`src/rtl/ant_pkg.sv`:
```
// Shared types and constants of the active note table.
package ant_pkg;

    localparam int NOTE_SLOTS  = 16;
    localparam int SLOT_W      = $clog2(NOTE_SLOTS);
    localparam int COUNT_W     = $clog2(NOTE_SLOTS + 1);
    localparam int QUEUE_DEPTH = 2;
    localparam int QUEUE_PTR_W = $clog2(QUEUE_DEPTH);
    localparam int QUEUE_CNT_W = $clog2(QUEUE_DEPTH + 1);
    localparam int CFG_INDEX_W = 1;
    localparam int CFG_DATA_W  = 4;

    localparam logic [COUNT_W-1:0]     COUNT_MAX  = COUNT_W'(NOTE_SLOTS);
    localparam logic [QUEUE_CNT_W-1:0] QUEUE_FULL = QUEUE_CNT_W'(QUEUE_DEPTH);

    localparam logic [2:0] MODE_NOTE_ON  = 3'd0;
    localparam logic [2:0] MODE_NOTE_OFF = 3'd1;
    localparam logic [2:0] MODE_TICK     = 3'd2;
    localparam logic [2:0] MODE_ALL_OFF  = 3'd3;
    localparam logic [2:0] MODE_PEDAL    = 3'd4;

    localparam logic [CFG_INDEX_W-1:0] CFG_MIDI_CHANNEL  = 1'b0;
    localparam logic [CFG_INDEX_W-1:0] CFG_OUTPUT_ENABLE = 1'b1;

    localparam logic MSG_NOTE_OFF = 1'b0;
    localparam logic MSG_NOTE_ON  = 1'b1;

    typedef struct packed {
        logic [2:0] mode;
        logic [6:0] pitch;
        logic [6:0] velocity;
        logic [7:0] length;
        logic       tie;
        logic       chord_start;
        logic       pedal_value;
    } t_item;

    typedef struct packed {
        logic       message_kind;
        logic [6:0] out_pitch;
        logic [6:0] out_velocity;
        logic [3:0] out_channel;
        logic       last;
    } t_result;

    typedef struct packed {
        logic [6:0] pitch;
        logic [6:0] velocity;
        logic [7:0] length;
        logic       tie;
    } t_slot;

    localparam int SLOT_BITS = $bits(t_slot);

    typedef enum logic [1:0] {
        OP_NOTE_ON,
        OP_NOTE_OFF,
        OP_TICK,
        OP_ALL_OFF
    } t_op;

    typedef struct packed {
        t_op        op;
        logic       sweep;
        logic [6:0] pitch;
        logic [6:0] velocity;
        logic [7:0] length;
        logic       tie;
    } t_cmd;

    typedef struct packed {
        logic       kind;
        logic [6:0] pitch;
        logic [6:0] velocity;
    } t_msg;

    typedef struct packed {
        logic emit;
        logic done;
        t_msg msg;
    } t_emit;

    typedef enum logic [3:0] {
        ST_IDLE,
        ST_SCAN_RD,
        ST_SCAN_CHK,
        ST_SCAN_MOVE,
        ST_SRCH_RD,
        ST_SRCH_CHK,
        ST_SRCH_MOVE,
        ST_STORE,
        ST_DEC_RD,
        ST_DEC_WR,
        ST_FINISH
    } t_eng_state;

endpackage

```
`src/rtl/ant_ram.sv`:
```
// Generic single-write, single-read RAM with registered read data.
module ant_ram #(
    parameter int WIDTH = 8,
    parameter int DEPTH = 16
) (
    input  logic                     i_clk,
    input  logic                     i_we,
    input  logic [$clog2(DEPTH)-1:0] i_waddr,
    input  logic [WIDTH-1:0]         i_wdata,
    input  logic [$clog2(DEPTH)-1:0] i_raddr,
    output logic [WIDTH-1:0]         o_rdata
);

    logic [WIDTH-1:0] r_mem [DEPTH];
    logic [WIDTH-1:0] r_rdata;

    always_ff @(posedge i_clk) begin
        if (i_we) begin
            r_mem[i_waddr] <= i_wdata;
        end
        r_rdata <= r_mem[i_raddr];
    end

    assign o_rdata = r_rdata;

endmodule

```
`src/rtl/ant_front.sv`:
```
// Front end: accepts input items, tracks the pedal and queues table commands.
module ant_front (
    input  logic                  i_clk,
    input  logic                  i_rst_n,
    input  logic                  push,
    output logic                  full,
    input  ant_pkg::t_item        i_item,
    output logic                  o_cmd_valid,
    output ant_pkg::t_cmd         o_cmd,
    input  logic                  i_cmd_take
);

    logic                            r_pedal;
    ant_pkg::t_cmd                   r_q [ant_pkg::QUEUE_DEPTH];
    logic [ant_pkg::QUEUE_PTR_W-1:0] r_wr_ptr;
    logic [ant_pkg::QUEUE_PTR_W-1:0] r_rd_ptr;
    logic [ant_pkg::QUEUE_CNT_W-1:0] r_q_count;
    logic [ant_pkg::QUEUE_CNT_W-1:0] n_q_count;

    logic          accept;
    logic          enq;
    logic          is_cmd;
    ant_pkg::t_cmd cmd;

    assign full        = (r_q_count == ant_pkg::QUEUE_FULL);
    assign accept      = push && !full;
    assign enq         = accept && is_cmd;
    assign o_cmd_valid = (r_q_count != '0);
    assign o_cmd       = r_q[r_rd_ptr];

    always_comb begin
        is_cmd       = 1'b0;
        cmd.op       = ant_pkg::OP_NOTE_ON;
        cmd.sweep    = 1'b0;
        cmd.pitch    = i_item.pitch;
        cmd.velocity = i_item.velocity;
        cmd.length   = i_item.length;
        cmd.tie      = i_item.tie;
        unique case (i_item.mode)
            ant_pkg::MODE_NOTE_ON: begin
                is_cmd    = 1'b1;
                cmd.op    = ant_pkg::OP_NOTE_ON;
                cmd.sweep = i_item.chord_start && !r_pedal;
            end
            ant_pkg::MODE_NOTE_OFF: begin
                is_cmd = 1'b1;
                cmd.op = ant_pkg::OP_NOTE_OFF;
            end
            ant_pkg::MODE_TICK: begin
                is_cmd    = 1'b1;
                cmd.op    = ant_pkg::OP_TICK;
                cmd.sweep = !r_pedal;
            end
            ant_pkg::MODE_ALL_OFF: begin
                is_cmd    = 1'b1;
                cmd.op    = ant_pkg::OP_ALL_OFF;
                cmd.sweep = 1'b1;
            end
            default: begin
                is_cmd = 1'b0;
            end
        endcase
    end

    always_comb begin
        case ({enq, i_cmd_take})
            2'b10:   n_q_count = r_q_count + 1'b1;
            2'b01:   n_q_count = r_q_count - 1'b1;
            default: n_q_count = r_q_count;
        endcase
    end

    always_ff @(posedge i_clk) begin
        if (!i_rst_n) begin
            r_pedal   <= 1'b0;
            r_wr_ptr  <= '0;
            r_rd_ptr  <= '0;
            r_q_count <= '0;
        end else begin
            if (accept && i_item.mode == ant_pkg::MODE_PEDAL) begin
                r_pedal <= i_item.pedal_value;
            end
            if (enq) begin
                r_wr_ptr <= r_wr_ptr + 1'b1;
            end
            if (i_cmd_take) begin
                r_rd_ptr <= r_rd_ptr + 1'b1;
            end
            r_q_count <= n_q_count;
        end
    end

    always_ff @(posedge i_clk) begin
        if (enq) begin
            r_q[r_wr_ptr] <= cmd;
        end
    end

endmodule

```
`src/rtl/ant_engine.sv`:
```
// Back end: sequencer that walks the note table and produces messages.
module ant_engine (
    input  logic           i_clk,
    input  logic           i_rst_n,
    input  logic           i_cmd_valid,
    input  ant_pkg::t_cmd  i_cmd,
    output logic           o_cmd_take,
    input  logic           i_out_ready,
    output ant_pkg::t_emit o_emit
);

    ant_pkg::t_eng_state         r_state;
    ant_pkg::t_eng_state         n_state;
    ant_pkg::t_cmd               r_cmd;
    ant_pkg::t_cmd               n_cmd;
    logic [ant_pkg::COUNT_W-1:0] r_idx;
    logic [ant_pkg::COUNT_W-1:0] n_idx;
    logic [ant_pkg::COUNT_W-1:0] r_count;
    logic [ant_pkg::COUNT_W-1:0] n_count;

    logic                          ram_we;
    logic [ant_pkg::SLOT_W-1:0]    ram_waddr;
    ant_pkg::t_slot                ram_wdata;
    logic [ant_pkg::SLOT_W-1:0]    ram_raddr;
    logic [ant_pkg::SLOT_BITS-1:0] ram_rdata;
    ant_pkg::t_slot                rd;

    logic [ant_pkg::COUNT_W-1:0] idx_m1;
    logic [ant_pkg::COUNT_W-1:0] last_pos;
    logic                        scan_hit;
    logic                        pitch_hit;
    ant_pkg::t_eng_state         after_srch;

    ant_ram #(
        .WIDTH (ant_pkg::SLOT_BITS),
        .DEPTH (ant_pkg::NOTE_SLOTS)
    ) u_slots (
        .i_clk   (i_clk),
        .i_we    (ram_we),
        .i_waddr (ram_waddr),
        .i_wdata (ram_wdata),
        .i_raddr (ram_raddr),
        .o_rdata (ram_rdata)
    );

    assign rd        = ant_pkg::t_slot'(ram_rdata);
    assign idx_m1    = r_idx - 1'b1;
    assign last_pos  = r_count - 1'b1;
    assign pitch_hit = (rd.pitch == r_cmd.pitch);
    assign after_srch = (r_cmd.op == ant_pkg::OP_NOTE_ON) ? ant_pkg::ST_STORE
                                                          : ant_pkg::ST_FINISH;

    always_comb begin
        case (r_cmd.op)
            ant_pkg::OP_NOTE_ON: scan_hit = rd.tie;
            ant_pkg::OP_TICK:    scan_hit = (rd.length == '0);
            ant_pkg::OP_ALL_OFF: scan_hit = 1'b1;
            default:             scan_hit = 1'b0;
        endcase
    end

    always_comb begin
        n_state = r_state;
        unique case (r_state)
            ant_pkg::ST_IDLE: begin
                if (i_cmd_valid) begin
                    unique case (i_cmd.op)
                        ant_pkg::OP_NOTE_ON:
                            n_state = i_cmd.sweep ? ant_pkg::ST_SCAN_RD : ant_pkg::ST_SRCH_RD;
                        ant_pkg::OP_NOTE_OFF: n_state = ant_pkg::ST_SRCH_RD;
                        ant_pkg::OP_TICK:     n_state = ant_pkg::ST_DEC_RD;
                        ant_pkg::OP_ALL_OFF:  n_state = ant_pkg::ST_SCAN_RD;
                        default:              n_state = ant_pkg::ST_IDLE;
                    endcase
                end
            end
            ant_pkg::ST_SCAN_RD: begin
                if (r_idx == '0) begin
                    n_state = (r_cmd.op == ant_pkg::OP_NOTE_ON) ? ant_pkg::ST_SRCH_RD
                                                                : ant_pkg::ST_FINISH;
                end else begin
                    n_state = ant_pkg::ST_SCAN_CHK;
                end
            end
            ant_pkg::ST_SCAN_CHK: begin
                if (!scan_hit) begin
                    n_state = ant_pkg::ST_SCAN_RD;
                end else if (i_out_ready) begin
                    n_state = (r_idx == r_count) ? ant_pkg::ST_SCAN_RD : ant_pkg::ST_SCAN_MOVE;
                end
            end
            ant_pkg::ST_SCAN_MOVE: n_state = ant_pkg::ST_SCAN_RD;
            ant_pkg::ST_SRCH_RD: begin
                if (r_idx == r_count) begin
                    if (r_cmd.op == ant_pkg::OP_NOTE_OFF) begin
                        if (i_out_ready) begin
                            n_state = ant_pkg::ST_FINISH;
                        end
                    end else begin
                        n_state = ant_pkg::ST_STORE;
                    end
                end else begin
                    n_state = ant_pkg::ST_SRCH_CHK;
                end
            end
            ant_pkg::ST_SRCH_CHK: begin
                if (!pitch_hit) begin
                    n_state = ant_pkg::ST_SRCH_RD;
                end else if (i_out_ready) begin
                    n_state = (r_idx == last_pos) ? after_srch : ant_pkg::ST_SRCH_MOVE;
                end
            end
            ant_pkg::ST_SRCH_MOVE: n_state = after_srch;
            ant_pkg::ST_STORE: begin
                if (r_cmd.velocity == '0 || i_out_ready) begin
                    n_state = ant_pkg::ST_FINISH;
                end
            end
            ant_pkg::ST_DEC_RD: begin
                if (r_idx == r_count) begin
                    n_state = r_cmd.sweep ? ant_pkg::ST_SCAN_RD : ant_pkg::ST_FINISH;
                end else begin
                    n_state = ant_pkg::ST_DEC_WR;
                end
            end
            ant_pkg::ST_DEC_WR: n_state = ant_pkg::ST_DEC_RD;
            ant_pkg::ST_FINISH: begin
                if (i_out_ready) begin
                    n_state = ant_pkg::ST_IDLE;
                end
            end
            default: n_state = ant_pkg::ST_IDLE;
        endcase
    end

    always_comb begin
        n_cmd      = r_cmd;
        n_idx      = r_idx;
        n_count    = r_count;
        o_cmd_take = 1'b0;
        ram_we     = 1'b0;
        ram_waddr  = idx_m1[ant_pkg::SLOT_W-1:0];
        ram_wdata  = rd;
        ram_raddr  = idx_m1[ant_pkg::SLOT_W-1:0];
        o_emit     = '0;
        unique case (r_state)
            ant_pkg::ST_IDLE: begin
                if (i_cmd_valid) begin
                    o_cmd_take = 1'b1;
                    n_cmd      = i_cmd;
                    if ((i_cmd.op == ant_pkg::OP_NOTE_ON && i_cmd.sweep) ||
                        i_cmd.op == ant_pkg::OP_ALL_OFF) begin
                        n_idx = r_count;
                    end else begin
                        n_idx = '0;
                    end
                end
            end
            ant_pkg::ST_SCAN_RD: begin
                if (r_idx == '0) begin
                    n_idx = '0;
                end
            end
            ant_pkg::ST_SCAN_CHK: begin
                if (!scan_hit) begin
                    n_idx = idx_m1;
                end else if (i_out_ready) begin
                    o_emit.emit         = 1'b1;
                    o_emit.msg.kind     = ant_pkg::MSG_NOTE_OFF;
                    o_emit.msg.pitch    = rd.pitch;
                    o_emit.msg.velocity = '0;
                    n_count             = last_pos;
                    if (r_idx == r_count) begin
                        n_idx = idx_m1;
                    end else begin
                        ram_raddr = last_pos[ant_pkg::SLOT_W-1:0];
                    end
                end
            end
            ant_pkg::ST_SCAN_MOVE: begin
                ram_we = 1'b1;
                n_idx  = idx_m1;
            end
            ant_pkg::ST_SRCH_RD: begin
                ram_raddr = r_idx[ant_pkg::SLOT_W-1:0];
                if (r_idx == r_count && r_cmd.op == ant_pkg::OP_NOTE_OFF && i_out_ready) begin
                    o_emit.emit         = 1'b1;
                    o_emit.msg.kind     = ant_pkg::MSG_NOTE_OFF;
                    o_emit.msg.pitch    = r_cmd.pitch;
                    o_emit.msg.velocity = '0;
                end
            end
            ant_pkg::ST_SRCH_CHK: begin
                ram_raddr = r_idx[ant_pkg::SLOT_W-1:0];
                if (!pitch_hit) begin
                    n_idx = r_idx + 1'b1;
                end else if (i_out_ready) begin
                    o_emit.emit         = 1'b1;
                    o_emit.msg.kind     = ant_pkg::MSG_NOTE_OFF;
                    o_emit.msg.pitch    = r_cmd.pitch;
                    o_emit.msg.velocity = '0;
                    n_count             = last_pos;
                    if (r_idx != last_pos) begin
                        ram_raddr = last_pos[ant_pkg::SLOT_W-1:0];
                    end
                end
            end
            ant_pkg::ST_SRCH_MOVE: begin
                ram_we    = 1'b1;
                ram_waddr = r_idx[ant_pkg::SLOT_W-1:0];
            end
            ant_pkg::ST_STORE: begin
                if (r_cmd.velocity != '0 && i_out_ready) begin
                    o_emit.emit         = 1'b1;
                    o_emit.msg.kind     = ant_pkg::MSG_NOTE_ON;
                    o_emit.msg.pitch    = r_cmd.pitch;
                    o_emit.msg.velocity = r_cmd.velocity;
                    if (r_count < ant_pkg::COUNT_MAX) begin
                        ram_we             = 1'b1;
                        ram_waddr          = r_count[ant_pkg::SLOT_W-1:0];
                        ram_wdata.pitch    = r_cmd.pitch;
                        ram_wdata.velocity = r_cmd.velocity;
                        ram_wdata.length   = r_cmd.length;
                        ram_wdata.tie      = r_cmd.tie;
                        n_count            = r_count + 1'b1;
                    end
                end
            end
            ant_pkg::ST_DEC_RD: begin
                ram_raddr = r_idx[ant_pkg::SLOT_W-1:0];
                if (r_idx == r_count) begin
                    n_idx = r_count;
                end
            end
            ant_pkg::ST_DEC_WR: begin
                ram_we    = 1'b1;
                ram_waddr = r_idx[ant_pkg::SLOT_W-1:0];
                if (rd.length != '0) begin
                    ram_wdata.length = rd.length - 1'b1;
                end
                n_idx = r_idx + 1'b1;
            end
            ant_pkg::ST_FINISH: begin
                o_emit.done = i_out_ready;
            end
            default: begin
                n_idx = r_idx;
            end
        endcase
    end

    always_ff @(posedge i_clk) begin
        if (!i_rst_n) begin
            r_state <= ant_pkg::ST_IDLE;
            r_idx   <= '0;
            r_count <= '0;
        end else begin
            r_state <= n_state;
            r_idx   <= n_idx;
            r_count <= n_count;
        end
    end

    always_ff @(posedge i_clk) begin
        r_cmd <= n_cmd;
    end

`ifndef SYNTHESIS
    a_count_bound: assert property (@(posedge i_clk) disable iff (!i_rst_n)
        r_count <= ant_pkg::COUNT_MAX)
        else $error("slot count above table size");

    a_emit_ready: assert property (@(posedge i_clk) disable iff (!i_rst_n)
        (o_emit.emit || o_emit.done) |-> (i_out_ready && !(o_emit.emit && o_emit.done)))
        else $error("message or completion without room in result queue");

    a_done_idle: assert property (@(posedge i_clk) disable iff (!i_rst_n)
        o_emit.done |=> (r_state == ant_pkg::ST_IDLE))
        else $error("sequencer not idle after completing an item");
`endif

endmodule

```
`src/rtl/ant_out.sv`:
```
// Result side: marks the final message of each item and queues results.
module ant_out (
    input  logic            i_clk,
    input  logic            i_rst_n,
    input  ant_pkg::t_emit  i_emit,
    output logic            o_ready,
    input  logic            i_enable,
    input  logic [3:0]      i_channel,
    output logic            empty,
    input  logic            pop,
    output ant_pkg::t_result o_result
);

    logic                            r_hold_valid;
    logic                            n_hold_valid;
    ant_pkg::t_msg                   r_hold;
    ant_pkg::t_result                r_q [ant_pkg::QUEUE_DEPTH];
    logic [ant_pkg::QUEUE_PTR_W-1:0] r_wr_ptr;
    logic [ant_pkg::QUEUE_PTR_W-1:0] r_rd_ptr;
    logic [ant_pkg::QUEUE_CNT_W-1:0] r_q_count;
    logic [ant_pkg::QUEUE_CNT_W-1:0] n_q_count;

    logic             take_msg;
    logic             enq;
    logic             deq;
    ant_pkg::t_result enq_data;

    assign take_msg = i_emit.emit && i_enable;
    assign empty    = (r_q_count == '0);
    assign deq      = pop && !empty;
    assign o_ready  = (r_q_count != ant_pkg::QUEUE_FULL);
    assign o_result = r_q[r_rd_ptr];

    always_comb begin
        enq                   = 1'b0;
        n_hold_valid          = r_hold_valid;
        enq_data.message_kind = r_hold.kind;
        enq_data.out_pitch    = r_hold.pitch;
        enq_data.out_velocity = r_hold.velocity;
        enq_data.out_channel  = i_channel;
        enq_data.last         = 1'b0;
        if (take_msg) begin
            enq          = r_hold_valid;
            n_hold_valid = 1'b1;
        end else if (i_emit.done) begin
            enq           = r_hold_valid;
            enq_data.last = 1'b1;
            n_hold_valid  = 1'b0;
        end
    end

    always_comb begin
        case ({enq, deq})
            2'b10:   n_q_count = r_q_count + 1'b1;
            2'b01:   n_q_count = r_q_count - 1'b1;
            default: n_q_count = r_q_count;
        endcase
    end

    always_ff @(posedge i_clk) begin
        if (!i_rst_n) begin
            r_hold_valid <= 1'b0;
            r_wr_ptr     <= '0;
            r_rd_ptr     <= '0;
            r_q_count    <= '0;
        end else begin
            r_hold_valid <= n_hold_valid;
            if (enq) begin
                r_wr_ptr <= r_wr_ptr + 1'b1;
            end
            if (deq) begin
                r_rd_ptr <= r_rd_ptr + 1'b1;
            end
            r_q_count <= n_q_count;
        end
    end

    always_ff @(posedge i_clk) begin
        if (take_msg) begin
            r_hold <= i_emit.msg;
        end
        if (enq) begin
            r_q[r_wr_ptr] <= enq_data;
        end
    end

`ifndef SYNTHESIS
    a_no_overflow: assert property (@(posedge i_clk) disable iff (!i_rst_n)
        (r_q_count == ant_pkg::QUEUE_FULL && !deq) |-> !enq)
        else $error("result queue overflow");
`endif

endmodule

```
`src/rtl/active_note_table.sv`:
```
// Top level of the active note table: configuration registers and wiring.
//
// Input side is a queue: present an item on i_item and raise push; it is
// taken at a clock edge where full is low. Items are classified at once
// (pedal changes and unused modes finish there) and wait in a two-entry
// command queue. Results come out as a queue: while empty is low the oldest
// note-on or note-off message sits on o_result; pop takes it. The last flag
// marks the final message of an item.
// The table lives in a 16-entry RAM walked by a sequencer, one read per
// visited slot. Releasing an entry that is not the top one adds a move
// step that copies the top entry into its place.
// When pop stays low, the two-entry result queue fills and the sequencer
// holds; the command queue then fills and full rises.
// Configuration writes (cfg_valid, always ready) set the channel and the
// output enable; write them only while no item is in flight.
// Reset empties both queues and the table, releases the pedal, sets
// channel 0 and enables output.
module active_note_table (
    input  logic                                i_clk,
    input  logic                                i_rst_n,
    input  logic                                push,
    output logic                                full,
    input  ant_pkg::t_item                      i_item,
    output logic                                empty,
    input  logic                                pop,
    output ant_pkg::t_result                    o_result,
    input  logic                                cfg_valid,
    output logic                                cfg_ready,
    input  logic [ant_pkg::CFG_INDEX_W-1:0]     i_cfg_index,
    input  logic [ant_pkg::CFG_DATA_W-1:0]      i_cfg_data
);

    logic [3:0] r_midi_channel;
    logic       r_output_enable;

    logic           cmd_valid;
    ant_pkg::t_cmd  cmd;
    logic           cmd_take;
    logic           out_ready;
    ant_pkg::t_emit emit;

    assign cfg_ready = 1'b1;

    always_ff @(posedge i_clk) begin
        if (!i_rst_n) begin
            r_midi_channel  <= '0;
            r_output_enable <= 1'b1;
        end else if (cfg_valid) begin
            unique case (i_cfg_index)
                ant_pkg::CFG_MIDI_CHANNEL:  r_midi_channel  <= i_cfg_data[3:0];
                ant_pkg::CFG_OUTPUT_ENABLE: r_output_enable <= i_cfg_data[0];
            endcase
        end
    end

    ant_front u_front (
        .i_clk       (i_clk),
        .i_rst_n     (i_rst_n),
        .push        (push),
        .full        (full),
        .i_item      (i_item),
        .o_cmd_valid (cmd_valid),
        .o_cmd       (cmd),
        .i_cmd_take  (cmd_take)
    );

    ant_engine u_engine (
        .i_clk       (i_clk),
        .i_rst_n     (i_rst_n),
        .i_cmd_valid (cmd_valid),
        .i_cmd       (cmd),
        .o_cmd_take  (cmd_take),
        .i_out_ready (out_ready),
        .o_emit      (emit)
    );

    ant_out u_out (
        .i_clk     (i_clk),
        .i_rst_n   (i_rst_n),
        .i_emit    (emit),
        .o_ready   (out_ready),
        .i_enable  (r_output_enable),
        .i_channel (r_midi_channel),
        .empty     (empty),
        .pop       (pop),
        .o_result  (o_result)
    );

endmodule

```
`config.mk`:
```
export PLATFORM = sky130hd
export DESIGN_NAME = active_note_table
export DESIGN_NICKNAME = d
export VERILOG_FILES = /design/src/rtl/ant_pkg.sv /design/src/rtl/ant_ram.sv /design/src/rtl/ant_front.sv /design/src/rtl/ant_engine.sv /design/src/rtl/ant_out.sv /design/src/rtl/active_note_table.sv
export SDC_FILE = /design/constraint.sdc
export NUM_CORES = 1
export LEC_CHECK = 0
export BUFFER_PORTS_ARGS = -buffer_cell sky130_fd_sc_hd__buf_2
export CAP_MARGIN = 10
export CORE_ASPECT_RATIO = 0.8
export CORE_MARGIN = 1.5
export CORE_UTILIZATION = 40
export CTS_BUF_LIST = sky130_fd_sc_hd__clkbuf_16
export DETAILED_ROUTE_END_ITERATION = 12
export PLACE_DENSITY = 0.66
export SLEW_MARGIN = 0
export SYNTH_ARGS = -nofsm -noshare
export SYNTH_HDL_FRONTEND = slang
export SYNTH_SLANG_ARGS = --single-unit
```
`constraint.sdc`:
```
create_clock -name i_clk -period 6.46 [get_ports i_clk]
set_input_delay 0.969 -clock i_clk [delete_from_list [all_inputs] [get_ports i_clk]]
set_output_delay 0.969 -clock i_clk [all_outputs]
set_load 0.02 [all_outputs]
```
==> reports/results.txt <==
Status: complete, no violations
Port Buf Inserts: 59
Crit share post-route: 80.95%
EDFF count, synth: 389
Post-cts resize count: 0
# DRC: 0
Yosys reg bits: 436
Power density over the cells: 512.0 nW/um^2
Post-synthesis adder-cell area fraction: 0.5382%
Post-synthesis sequential area ratio: 67.87%
Initial Utilization: 40.60%
Final WS setup: 1231 ps
Clk sinks: 436
Synth area leader: edfxtp_1
Num CTS Buffers: 44
Top-area cell type share of the netlist area: 62.81%
ANT nets after route: 0
Worst-Skew Late Latency: 560 ps
R2R cell count: 12
Post-CTS Setup Bufs: 0
CP startpoint kind: register
Worst Path Max Fanout: 43
Compound-Gate Fraction of Synth Area: 10.65%
Req. time, crit path: 6880 ps
Netlist cell types: 74
Die area: 47,800 um^2
Largest net degree at the start of global routing: 44
Vias in the first global route: 10,880
Final Hold Fails: 0
Simple-gate share of the synthesized area: 8.369%
Synth top area cells: edfxtp_1 (63%), dfxtp_1 (5.1%), mux2i_1 (4.4%), mux2_2 (3.6%), o21ai_0 (2.0%)
First-pass GRT wire length: 64.56 mm
Mapped Cells: 1,301
Final min period: 5229 ps
DR iter-0 viols: 1,336
Worst hold path class: reg -> reg
1st-pass router iterations: 5
Num rows: 70
P&R area growth vs syn: 12.81%
Initial antenna violation count: 6
Cell Area, Synth: 18,600 um^2
Wire length per cell: 21.19 um
CTS tree: built
Worst slack, placed: 1240 ps
DIE WIDTH: 244.1 um
Vias after detailed routing: 11,400
CP endpoint kind: register
RSZ-0062 raised after global routing: no
End of the worst hold path: u_out.r_q[1][13]
Routability cong.: 0.9345
Reg2reg setup slack: 1230 ps
Root Buffer: clkbuf_16
Rel. slew slack: 19.09%
Synth Warn #: 0
Syn Area/Cell: 14.30 um^2
Setup_tns: 0 ps
Nets@finish: 1,413
DRT Wirelength: 42.72 mm
Clk_skew: 30.49 ps
CTS H-tree lvls: 2
R2r startpoint: u_engine.r_count[0]
Static leakage: 7.271 nW
Final Setup Violations: 0
Hold depth: 0
Max cap viols: 0
Syn nets: 1,347
Async SR Flop Fraction: 0%
Util after Layout: 45.80%
Chip height: 195.9 um
Min-Delay Startpoint: u_out.enq_data[13]
Main combinational cell family by area after synthesis: compound AO/OA/AOI/OAI gates
CORE AREA: 45,810 um^2
Least-Margin Pin Slew: 1209 ps
GRT Overall Usage: 17.58%
Max Root-Sink Buffers: 3
Post-Synth XOR/XNOR Area: 1.460%
Mux contribution to synthesized area: 8.854%
Fmax: 191.2 MHz
Crit Path Category: reg -> reg
Worst IR Drop VDD: 337.3 uV
Fin. max-slew vios: 0
Drt via density: 5.654
Share of cells above drive strength 1: 18.32%
Ports: 61
Synth Flop Type: edfxtp_1
Number of buffers inserted by hold repair at cts: 0
Total grt overflow: 0
CP arrival: 5650 ps
Fill count: 3,989
RR Endpoint: u_engine.u_slots.o_rdata[18]
Worst-path clk slew: 60 ps
Hpwl dp: 26.28 mm
==> synthesized netlist by cell type (4+ instances only) <==
master    instances
or2_2             6
xor2_1            6
o221ai_1          4
inv_1            17
mux2_2           59
a211oi_1         46
nor2_1           69
clkbuf_1         52
a2111o_1         15
mux2_4           10
buf_6             4
o21ai_0          76
dfxtp_1          47
ha_1              8
nor3b_1           6
o31ai_1           8
nor2b_1          19
a221oi_1          4
nor3_1           14
a21oi_1          23
and2_1           20
o211a_1           4
buf_1             4
nand3_1          60
a21boi_0          8
buf_2            18
o22ai_1          34
nor4_1            4
or4_1             4
xnor2_1          25
nand2b_1         13
nand2_1          44
a22oi_1          11
mux2i_1          82
or3_1            22
edfxtp_1        389
a221o_1           8
==> state kept, by name, indices dropped and copies added, names as in the netlist, 2 cells and up, named ones only <==
name,count
u_engine.u_slots.r_mem,256
u_engine.r_idx,5
u_engine.r_cmd,26
u_out.r_q_count,2
u_out.r_q,40
u_engine.u_slots.o_rdata,16
u_out.enq_data,15
u_engine.r_state,4
r_midi_channel,4
u_front.r_q,52
u_front.r_q_count,2
u_engine.r_count,5
==> logic make-up (layout without fill, tap and decap cells) <==
kind of cell | count (synthesis) | in the layout
compound gates | 278 | 278
simple gates | 299 | 299
fa+ha+maj | 8 | 8
other cells | 1 | 2
xor+xnor | 31 | 31
buf+inv | 96 | 198
flops | 436 | 436
mux | 152 | 152
==> report_power, final <==
part | total (W) | switching, W | internal, W | leakage (nW)
clock | 0.00232 | 0.00103 | 0.00129 | 0.697
combinational | 0.00451 | 0.00292 | 0.00160 | 2.69
sequential | 0.00391 | 0.000294 | 0.00361 | 3.88
==> cell usage in the layout (no fill, tap or decap), drive strengths merged, types with 5 or more instances in the layout <==
| master | synthesis | final |
|---|---|---|
| nand2 | 45 | 45 |
| xnor2 | 25 | 25 |
| clkbuf | 52 | 47 |
| nand3 | 60 | 60 |
| dfxtp | 47 | 47 |
| a211oi | 48 | 48 |
| o21ai | 78 | 78 |
| a21boi | 8 | 8 |
| or3 | 22 | 22 |
| ha | 8 | 8 |
| or4 | 5 | 5 |
| a2111o | 15 | 15 |
| o22ai | 35 | 35 |
| a22oi | 11 | 11 |
| or2 | 7 | 7 |
| mux2i | 82 | 82 |
| nor3b | 6 | 6 |
| a221o | 8 | 8 |
| mux2 | 70 | 70 |
| edfxtp | 389 | 389 |
| xor2 | 6 | 6 |
| clkinv | 0 | 25 |
| nor3 | 15 | 15 |
| a21oi | 23 | 23 |
| and2 | 20 | 20 |
| inv | 17 | 27 |
| nand2b | 13 | 13 |
| nor2 | 70 | 70 |
| o31ai | 9 | 9 |
| buf | 27 | 98 |
| nor2b | 19 | 19 |
==> layout make-up <==
cell class                 instances  area [um^2]  area share (%)
inverter                          17        63.81          0.3042
sequential                       436        12620           60.16
multi-input combinational        769         5599           26.69
clock buffer                      46         1151           5.487
antenna                            1        2.502         0.01193
tap                              612        765.7           3.650
timing repair buffer              99        595.6           2.839
clock inverter                    36        180.2          0.8588
==> worst max path at each step <==
stage | from | end | depth (start not counted)
after global routing | u_engine.r_count[0] | u_engine.u_slots.o_rdata[18] | 12
after floorplan | u_engine.r_state[2] | u_out.r_q[0][0] | 10
after detailed placement | u_engine.r_count[0] | u_engine.u_slots.o_rdata[18] | 12
final | u_engine.r_count[0] | u_engine.u_slots.o_rdata[18] | 12
after global placement | u_engine.r_count[0] | u_engine.u_slots.o_rdata[18] | 12
after CTS | u_engine.r_count[0] | u_engine.u_slots.o_rdata[18] | 12
==> stage by stage <==
stage / std cells / total power (W) / instance area [um^2] / hold slack (ps)
finish: 2016 / 0.01074 / 20980 / 450.4
global route: 2015 / 0.01124 / 20980 / 460.3
CTS: 2014 / 0.01070 / 20970 / 448.0
detailed placement: 1932 / 0.008365 / 19640 / 434.1
global placement: 1932 / 0.008279 / 19640 / 425.5
floorplan: 1301 / 0.006953 / 18600 / 421.5
==> critical path: stages, from the launching register on <==
cell,delay (ps)
dfxtp_1,640
inv_1,160
ha_1,390
xnor2_1,150
or4_4,590
o31ai_4,340
o21ai_4,380
nand2_4,400
buf_4,540
buf_4,670
mux2i_1,260
o22ai_1,90
or4_1,460
==> layer usage <==
metal  wire [um]  global-route usage [%]  up-vias
met5           0                       0        -
met4        1040                   5.510        0
met3        3228                   2.859       78
met2       19110                   26.55      482
met1       19340                   25.95     5650
li1            -                       -     5189
Power figures use the tool's default switching activity.
